<file path="config.mk">
export PLATFORM = sky130hd
export DESIGN_NAME = bc3_ctrl
export DESIGN_NICKNAME = d
export VERILOG_FILES = /design/src/rtl/core/bc3_pkg.sv /design/src/rtl/core/bc3_ctrl.sv
export SDC_FILE = /design/constraint.sdc
export NUM_CORES = 1
export LEC_CHECK = 0
export BUFFER_PORTS_ARGS = -buffer_cell sky130_fd_sc_hd__buf_2
export CAP_MARGIN = 20
export CORE_MARGIN = 2
export CORE_UTILIZATION = 35
export DETAILED_ROUTE_END_ITERATION = 16
export GPL_ROUTABILITY_DRIVEN = 0
export PLACE_DENSITY = 0.65
export SYNTH_ARGS = -nofsm -noshare
export SYNTH_HDL_FRONTEND = slang
export SYNTH_SLANG_ARGS = --single-unit
</file>
<file path="constraint.sdc">
create_clock -name clk -period 9.31 [get_ports clk]
set_clock_uncertainty 0.05 [all_clocks]
set_input_delay 0.4655 -clock clk [delete_from_list [all_inputs] [get_ports clk]]
set_output_delay 0.4655 -clock clk [all_outputs]
set_load 0.005 [all_outputs]
</file>
<file path="src/rtl/core/bc3_pkg.sv">
package bc3_pkg;

  localparam int MAX_WIDTH_DEF = 2048;
  localparam int COEF_BITS_DEF = 16;

  // Configuration register indexes.
  localparam logic [2:0] CFG_WIDTH_PIXELS  = 3'd0;
  localparam logic [2:0] CFG_HEIGHT_ROWS   = 3'd1;
  localparam logic [2:0] CFG_KERNEL_LEFT   = 3'd2;
  localparam logic [2:0] CFG_KERNEL_CENTER = 3'd3;
  localparam logic [2:0] CFG_KERNEL_RIGHT  = 3'd4;
  localparam logic [2:0] CFG_DIVISOR       = 3'd5;

  localparam logic [11:0] WIDTH_RESET   = 12'd640;
  localparam logic [15:0] HEIGHT_RESET  = 16'd480;
  localparam logic [47:0] KLEFT_RESET   = 48'h0;
  localparam logic [47:0] KCENTER_RESET = 48'h0001_0000_0000;
  localparam logic [47:0] KRIGHT_RESET  = 48'h0;
  localparam logic [15:0] DIVISOR_RESET = 16'd1;

  typedef struct packed {
    logic [7:0] blue;
    logic [7:0] green;
    logic [7:0] red;
  } in_word_t;

  typedef struct packed {
    logic [7:0]  out_blue;
    logic [7:0]  out_green;
    logic [7:0]  out_red;
    logic [15:0] out_row;
    logic [10:0] out_column;
  } out_word_t;

  // Commands from the controller to the datapath.
  typedef struct packed {
    logic       load;
    logic       shift;
    logic       mac_clr;
    logic       mac_en;
    logic [1:0] tap_row;
    logic [1:0] tap_col;
    logic       div_init;
    logic       div_step;
    logic       out_load;
  } cmd_t;

endpackage

</file>
<file path="src/rtl/core/bc3_ctrl.sv">
module bc3_ctrl #(
  parameter int MAX_WIDTH = bc3_pkg::MAX_WIDTH_DEF,
  parameter int COEF_BITS = bc3_pkg::COEF_BITS_DEF,
  localparam int CNT_W = $clog2(MAX_WIDTH),
  localparam int EW = (CNT_W + 1 > 12) ? CNT_W + 1 : 12
) (
  input  logic                clk,
  input  logic                rst_n,
  input  logic                in_valid,
  output logic                in_ready,
  output logic                out_valid,
  input  logic                out_ready,
  input  logic [11:0]         width_pixels,
  input  logic [15:0]         height_rows,
  output bc3_pkg::cmd_t       cmd,
  output logic [CNT_W-1:0]    pos_col,
  output logic [15:0]         pos_row
);

  localparam int DIV_N = COEF_BITS + 11;
  localparam int DC_W  = $clog2(DIV_N);

  localparam logic [2:0] S_IDLE  = 3'd0;
  localparam logic [2:0] S_WRITE = 3'd1;
  localparam logic [2:0] S_MAC   = 3'd2;
  localparam logic [2:0] S_DINIT = 3'd3;
  localparam logic [2:0] S_DIV   = 3'd4;
  localparam logic [2:0] S_DONE  = 3'd5;

  logic [2:0]       state_r, state_nxt;
  logic [CNT_W-1:0] col_cnt_r, col_cnt_nxt;
  logic [15:0]      row_cnt_r, row_cnt_nxt;
  logic             interior_r, interior_nxt;
  logic [1:0]       tap_row_r, tap_row_nxt, tap_col_r, tap_col_nxt;
  logic [DC_W-1:0]  div_cnt_r, div_cnt_nxt;
  logic             out_valid_r, out_valid_nxt;

  logic [EW-1:0]    w_lo, w_eff;
  logic [15:0]      h_eff;
  logic             wrap_col;
  logic [16:0]      row_tmp, row_inc;
  logic [CNT_W-1:0] col_cur;
  logic [15:0]      row_cur;
  logic [EW-1:0]    col_inc;

  // Effective frame size and the position of the arriving word.
  always_comb begin
    w_lo     = (width_pixels < 12'd3) ? EW'(3) : EW'(width_pixels);
    w_eff    = (w_lo > EW'(MAX_WIDTH)) ? EW'(MAX_WIDTH) : w_lo;
    h_eff    = (height_rows < 16'd3) ? 16'd3 : height_rows;
    wrap_col = EW'(col_cnt_r) >= w_eff;
    col_cur  = wrap_col ? '0 : col_cnt_r;
    row_tmp  = wrap_col ? 17'(row_cnt_r) + 17'd1 : 17'(row_cnt_r);
    row_cur  = (row_tmp >= 17'(h_eff)) ? 16'd0 : row_tmp[15:0];
    col_inc  = EW'(col_cur) + EW'(1);
    row_inc  = 17'(row_cur) + 17'd1;
  end

  assign pos_col   = col_cur;
  assign pos_row   = row_cur;
  assign in_ready  = (state_r == S_IDLE);
  assign out_valid = out_valid_r;

  always_comb begin
    state_nxt    = state_r;
    col_cnt_nxt  = col_cnt_r;
    row_cnt_nxt  = row_cnt_r;
    interior_nxt = interior_r;
    tap_row_nxt  = tap_row_r;
    tap_col_nxt  = tap_col_r;
    div_cnt_nxt  = div_cnt_r;
    cmd          = '0;
    cmd.tap_row  = tap_row_r;
    cmd.tap_col  = tap_col_r;
    unique case (state_r)
      S_IDLE: begin
        if (in_valid) begin
          cmd.load     = 1'b1;
          interior_nxt = (row_cur >= 16'd2) && (col_cur >= CNT_W'(2));
          if (col_inc >= w_eff) begin
            col_cnt_nxt = '0;
            row_cnt_nxt = (row_inc >= 17'(h_eff)) ? 16'd0 : row_inc[15:0];
          end else begin
            col_cnt_nxt = col_inc[CNT_W-1:0];
            row_cnt_nxt = row_cur;
          end
          state_nxt = S_WRITE;
        end
      end
      S_WRITE: begin
        cmd.shift   = 1'b1;
        cmd.mac_clr = 1'b1;
        tap_row_nxt = 2'd0;
        tap_col_nxt = 2'd0;
        state_nxt   = interior_r ? S_MAC : S_IDLE;
      end
      S_MAC: begin
        cmd.mac_en = 1'b1;
        if (tap_col_r == 2'd2) begin
          tap_col_nxt = 2'd0;
          tap_row_nxt = tap_row_r + 2'd1;
          if (tap_row_r == 2'd2) begin
            state_nxt = S_DINIT;
          end
        end else begin
          tap_col_nxt = tap_col_r + 2'd1;
        end
      end
      S_DINIT: begin
        cmd.div_init = 1'b1;
        div_cnt_nxt  = '0;
        state_nxt    = S_DIV;
      end
      S_DIV: begin
        cmd.div_step = 1'b1;
        div_cnt_nxt  = div_cnt_r + DC_W'(1);
        if (div_cnt_r == DC_W'(DIV_N - 1)) begin
          state_nxt = S_DONE;
        end
      end
      S_DONE: begin
        if (!out_valid_r || out_ready) begin
          cmd.out_load = 1'b1;
          state_nxt    = S_IDLE;
        end
      end
      default: state_nxt = S_IDLE;
    endcase
    out_valid_nxt = cmd.out_load ? 1'b1 : (out_ready ? 1'b0 : out_valid_r);
  end

  always_ff @(posedge clk) begin
    if (!rst_n) begin
      state_r     <= S_IDLE;
      col_cnt_r   <= '0;
      row_cnt_r   <= '0;
      interior_r  <= 1'b0;
      tap_row_r   <= 2'd0;
      tap_col_r   <= 2'd0;
      div_cnt_r   <= '0;
      out_valid_r <= 1'b0;
    end else begin
      state_r     <= state_nxt;
      col_cnt_r   <= col_cnt_nxt;
      row_cnt_r   <= row_cnt_nxt;
      interior_r  <= interior_nxt;
      tap_row_r   <= tap_row_nxt;
      tap_col_r   <= tap_col_nxt;
      div_cnt_r   <= div_cnt_nxt;
      out_valid_r <= out_valid_nxt;
    end
  end

  a_accept_to_write: assert property (@(posedge clk) disable iff (!rst_n)
    in_valid && in_ready |=> state_r == S_WRITE)
    else $error("accepted word did not move to line store update");

  a_no_overwrite: assert property (@(posedge clk) disable iff (!rst_n)
    cmd.out_load |-> !out_valid_r || out_ready)
    else $error("pending result overwritten");

  a_tap_range: assert property (@(posedge clk) disable iff (!rst_n)
    state_r == S_MAC |-> tap_row_r != 2'd3 && tap_col_r != 2'd3)
    else $error("window tap out of range");

  a_valid_source: assert property (@(posedge clk) disable iff (!rst_n)
    $rose(out_valid_r) |-> $past(state_r) == S_DONE)
    else $error("result raised outside of the done state");

endmodule

</file>
Word level (Yosys, flattened, before mapping)
Index checks and enable logic that the tools add are counted.

Flip-flop bits (word level): 41. Input port bits: 32. Output and inout bits: 40. Logic and storage cells: 77.

$add $sub $neg: 6. $lt $le $gt $ge: 9. Equality and inequality tests: 13. Muxes and demuxes: 31. Reductions and logical operators: 10.

Operators with widths (count): 2-to-1 mux 16 bit (4); adder 16 x 1 -> 17 bit (second input constant) (2); >= comparator 17 x 16 -> 1 bit (2); 2-to-1 mux 12 bit (2); 2-to-1 mux 11 bit (2); one-hot mux 3 bit (6 select lines) (1); 2-to-1 mux 17 bit (1); >= comparator 16 x 2 -> 1 bit (second input constant) (1); < comparator 16 x 2 -> 1 bit (second input constant) (1); 2-to-1 mux 3 bit (5); adder 11 x 1 -> 12 bit (second input constant) (1); >= comparator 11 x 12 -> 1 bit (1); >= comparator 12 bit (1); greater-than comparator 12 bit (second input constant) (1); < comparator 12 x 2 -> 1 bit (second input constant) (1); >= comparator 11 x 2 -> 1 bit (second input constant) (1); != test 2 bit (second input constant) (5); one-hot mux 5 bit (2 select lines) (1); 2-to-1 mux 1 bit (9); 2-to-1 mux 2 bit (4); one-hot mux 2 bit (2 select lines) (2); == test 3 x 2 -> 1 bit (second input constant) (2); == test 3 bit (second input constant) (2); nonzero test 2 bit (3); other kinds (11) (14).

Logic depth before layout (Yosys ltp)
Word-level depth: 12. Gate-level depth with buffers: 41. Mapped depth without buffers: 35.

Worst setup path before layout
No wires, ideal clock.

Path type: input -> register. Start point: in width_pixels[8]. End point: reg row_cnt_r[13]. Arrival: 7.719 ns. Slack: 1.424 ns. Stages: 41. Path buffers: 7. Cells stage by stage: nor4_1 > nand3_1 > o31ai_1 > nand2_1 > ha_1 > and3_1 > o211ai_1 > or3b_1 > buf_2 > buf_4 > and3_1 > buf_2 > clkbuf_1 > a21oi_1 > inv_1 > ha_1 > nand4_1 > o221ai_1 > (+5 left out) > or2_2 > inv_1 > ha_1 > o221ai_1 > or2_4 > nor2b_4 > xor2_2 > ha_1 > nand4_1 > nor3_1 > o21ai_0 > o2111ai_1 > a21oi_1 > and3b_1 > and2_1 > buf_1 > and3_1 > a22o_1.

Word-level cells in the longest chain between the ends: 12. Elaborated cells on any way between the ends: 15.

Ends and longest elaborated chain: start, declared (RTL line bc3_ctrl.sv:13) `input logic [11:0] width_pixels,`; < comparator 12 x 2 -> 1 bit (RTL line bc3_ctrl.sv:48) `w_lo = (width_pixels < 12'd3) ? EW'(3) : EW'(width_pixels);`; 2-to-1 mux 12 bit (*) (RTL line bc3_ctrl.sv:48); greater-than comparator 12 bit (RTL line bc3_ctrl.sv:49) `w_eff = (w_lo > EW'(MAX_WIDTH)) ? EW'(MAX_WIDTH) : w_lo;`; 2-to-1 mux 12 bit (*) (RTL line bc3_ctrl.sv:49); >= comparator 11 x 12 -> 1 bit (*) (RTL line bc3_ctrl.sv:51) `wrap_col = EW'(col_cnt_r) >= w_eff;`; 2-to-1 mux 17 bit (*) (RTL line bc3_ctrl.sv:53) `row_tmp = wrap_col ? 17'(row_cnt_r) + 17'd1 : 17'(row_cnt_r);`; >= comparator 17 x 16 -> 1 bit (RTL line bc3_ctrl.sv:54) `row_cur = (row_tmp >= 17'(h_eff)) ? 16'd0 : row_tmp[15:0];`; 2-to-1 mux 16 bit (*) (RTL line bc3_ctrl.sv:54); via pos_row[0] (RTL line bc3_ctrl.sv:17) `output logic [15:0] pos_row`; adder 16 x 1 -> 17 bit (*) (RTL line bc3_ctrl.sv:56) `row_inc = 17'(row_cur) + 17'd1;`; >= comparator 17 x 16 -> 1 bit (RTL line bc3_ctrl.sv:82) `row_cnt_nxt = (row_inc >= 17'(h_eff)) ? 16'd0 : row_inc[15:0];`; 2-to-1 mux 16 bit (*) (RTL line bc3_ctrl.sv:82); 2-to-1 mux 16 bit (*) (RTL line bc3_ctrl.sv:80) `if (col_inc >= w_eff) begin`; end signal, assigned (RTL line bc3_ctrl.sv:145) `row_cnt_r <= row_cnt_nxt;`; end, declared (RTL line bc3_ctrl.sv:32) `logic [15:0] row_cnt_r, row_cnt_nxt;`.

Mark *: on every way through the listed nets, which the timed path passes. The rest lies on a longest branch. A chain may end at the register's enable or synchronous reset.

Final worst setup path
Start point: in width_pixels[8]. End point: reg row_cnt_r[13].

Word-level cells in the longest chain between the ends: 12. Elaborated cells on any way between the ends: 15.

Ends and longest elaborated chain (RTL line): < comparator 12 x 2 -> 1 bit (bc3_ctrl.sv:48); 2-to-1 mux 12 bit (*) (bc3_ctrl.sv:48); greater-than comparator 12 bit (bc3_ctrl.sv:49); 2-to-1 mux 12 bit (*) (bc3_ctrl.sv:49); >= comparator 11 x 12 -> 1 bit (bc3_ctrl.sv:51); 2-to-1 mux 17 bit (bc3_ctrl.sv:53); >= comparator 17 x 16 -> 1 bit (bc3_ctrl.sv:54); 2-to-1 mux 16 bit (bc3_ctrl.sv:54); adder 16 x 1 -> 17 bit (bc3_ctrl.sv:56); >= comparator 17 x 16 -> 1 bit (bc3_ctrl.sv:82); 2-to-1 mux 16 bit (bc3_ctrl.sv:82); 2-to-1 mux 16 bit (*) (bc3_ctrl.sv:80).

Mark *: on every way between the ends. The rest lies on a longest branch, timed or not.

==> flow_summary.json <==
{
  "initial_core_util_pct": 35.6,
  "ys_types": 65,
  "final_common_cell": "buf_2",
  "ant_nets": 0,
  "clk-insertion-delay-late_ps": 280,
  "crit_slowest_cell": "or3b_1",
  "outcome": "finished clean",
  "swShare_pct": 31.1,
  "async_reset_ff_share_pct": 0,
  "rows": 41,
  "final_cell_mix": "buf_2, ha_1, nor2_1",
  "leakagePower_nw": 2.42,
  "placed_cells": 827,
  "holdBufCountCts": 0,
  "antenna_cells": 0,
  "cp.required_ps": 9480,
  "io_pins": 72,
  "nets": 757,
  "fill_cells": 1325,
  "routed_via_density": 5.68,
  "grt_util_all_layers_pct": 19.4,
  "yosysWarnings": 0,
  "pwr-share-clk_pct": 34.9,
  "synth_edf_count": 0,
  "antenna_found_initial": 0,
  "port_buffers": 71,
  "grt.overflow.total": 0,
  "finalSetupViolations": 0,
  "critPathArrivalTime_ps": 8780,
  "cpPeakStageDelay_ps": 580,
  "cts.sinks": 41,
  "sequentialPowerShare_pct": 39.9,
  "cts-buffers-inserted": 5,
  "dpl.hpwl_um": 10900,
  "drt_first_pass_iters": 5,
  "cts_resized": 0,
  "cts_tree": "built",
  "syn_area_per_cell_um2": 7.35,
  "wirelength_um": 13500,
  "synth-main-ff-cell": "dfxtp_1",
  "yosysSeqAreaShare_pct": 18.4,
  "synth_seq_cells": 41,
  "drv_slew": 0,
  "clk_pin_slew_worst_paths_ps": 60,
  "synth.cell_area_mm2": 0.00446,
  "worst_slew_pin_slew_ps": 1060,
  "power_density_mw_per_mm2": 92.1,
  "period_minus_slack_ps": 8610,
  "power_uw": 470,
  "crit_type": "primary input to flip-flop",
  "htreeDepth": 2,
  "crit_path_start_kind": "primary input",
  "chipWidth_um": 117,
  "max_clock_freq_mhz": 116,
  "p_int_uw": 324,
  "vias": 4739,
  "setup_tns_ps": 0,
  "layout-drive-gt1-share_pct": 15.4,
  "cap_violations": 0,
  "post-cts-setup-buffer-count": 0,
  "switchingPower_uw": 146,
  "maxSlewHeadroom_pct": 29.0,
  "grt_pass1_wl_um": 21300,
  "dieArea_mm2": 0.0137,
  "drtIter0Drc": 514,
  "core-area_mm2": 0.0125,
  "crit_path_max_fanout": 14,
  "synthCells": 607,
  "grt_pass1_vias": 4368,
  "peakVddDrop_v": 0.0000721,
  "hold_viol": 0,
  "drc": 0,
  "grt_max_degree": 33,
  "cts_buffer_depth": 2,
  "syn-num-nets": 702,
  "rsz0062_at_grt": "false",
  "die_h_um": 117,
  "p_comb_share_pct": 25.2,
  "syn2layout_area_growth_pct": 14.5,
  "wl_per_cell_um": 16.2,
  "fin_crit_sh_pct": 92.4,
  "root_buffer": "clkbuf_16",
  "hold_class": "flip-flop to flip-flop",
  "final_cells": 834,
  "end_kind": "flip-flop"
}
==> worst paths after layout <==
check	start	to	slack (ps)	cells past startpoint
worst max-delay path	width_pixels[8]	row_cnt_r[13]	700	35
worst min-delay path	tap_row_r[0]	tap_row_r[0]	440	2
worst max register to register	col_cnt_r[0]	row_cnt_r[13]	1360	31
worst min register to register	tap_row_r[0]	tap_row_r[0]	440	2
==> power by group through the flow <==
stage	logic [mW]	clock network, mW	registers, mW
after floorplan	0.0775	0	0.189
after global routing	0.132	0.176	0.189
after CTS	0.117	0.168	0.187
final	0.119	0.164	0.188
after global placement	0.114	0	0.191
after detailed placement	0.116	0	0.191
==> per-stage QoR <==
stage	setup slack [ps]	util (%)	hold slack [ps]	cell area (um^2)
floorplan	1420	-	402	4460
global placement	660	39.6	415	4960
detailed placement	357	39.6	436	4960
CTS	647	40.7	446	5090
global route	151	40.8	468	5110
finish	704	40.8	436	5110
==> flip-flops by register name, summed over array words and instances (netlist names) <==
name / count
out_valid: 1
col_cnt_r: 11
div_cnt_r: 5
row_cnt_r: 16
interior_r: 1
tap_row_r: 2
state_r: 3
tap_col_r: 2
==> synth_stat cells, types with 3 or more instances <==
| cell type | instances | area share, % |
|---|---|---|
| a31oi_1 | 11 | 1.5 |
| a22o_1 | 4 | 0.79 |
| buf_2 | 4 | 0.45 |
| nor3_1 | 18 | 2.0 |
| or2_2 | 5 | 0.70 |
| a22oi_1 | 10 | 1.7 |
| o21a_1 | 9 | 1.5 |
| o22ai_1 | 3 | 0.42 |
| and3_1 | 12 | 1.7 |
| a21o_1 | 4 | 0.67 |
| xnor2_1 | 23 | 4.5 |
| nor4_1 | 9 | 1.3 |
| nand4_1 | 16 | 2.2 |
| dfxtp_1 | 41 | 18 |
| clkbuf_1 | 20 | 1.7 |
| ha_1 | 63 | 18 |
| nand3_1 | 33 | 3.7 |
| a21oi_1 | 44 | 4.9 |
| o21ai_0 | 16 | 1.8 |
| nor2b_1 | 11 | 1.5 |
| buf_1 | 3 | 0.25 |
| and2_1 | 12 | 1.7 |
| a211oi_1 | 4 | 0.67 |
| xor2_1 | 10 | 2.0 |
| nor2_1 | 62 | 5.2 |
| nand2b_1 | 10 | 1.4 |
| and4_1 | 4 | 0.79 |
| a221oi_1 | 7 | 1.4 |
| a311oi_1 | 5 | 0.98 |
| inv_1 | 46 | 3.9 |
| buf_4 | 3 | 0.50 |
| nand2_1 | 45 | 3.8 |
==> kinds of logic after synthesis <==
group           share of synthesized area, %
simple gates                            29.6
compound gates                          20.7
buf+inv                                 6.84
fa+ha+maj                               17.7
flops                                   18.4
xor+xnor                                6.84
==> area by class of cell <==
class | instances | area [um^2] | share of cell area (%)
Inverter | 47 | 176 | 3.45
Tap cell | 172 | 215 | 4.21
Timing Repair Buffer | 78 | 408 | 7.98
Clock buffer | 6 | 129 | 2.52
Clock inverter | 1 | 8.76 | 0.171
Sequential cell | 41 | 821 | 16.1
Multi-Input combinational cell | 489 | 3350 | 65.6
==> worst max-delay path, delay by kind of cell <==
family | cells | cell delay, ps
AND/OR/NAND/NOR | 13 | 3670
AO/OA/AOI/OAI | 14 | 2590
adder cells (fa/ha/maj) | 4 | 1160
XOR/XNOR | 1 | 480
buffers and inverters | 3 | 420
==> metal layers <==
metal | part of all wire (%) | GRT usage [%] | vias to the layer above
met5 | 0 | 0 | -
met4 | 1.4 | 4.16 | 0
met3 | 6.0 | 3.50 | 19
met2 | 47 | 32.5 | 184
met1 | 46 | 26.1 | 2238
li1 | - | - | 2298
Note: power is estimated with default switching activity, not from simulation.
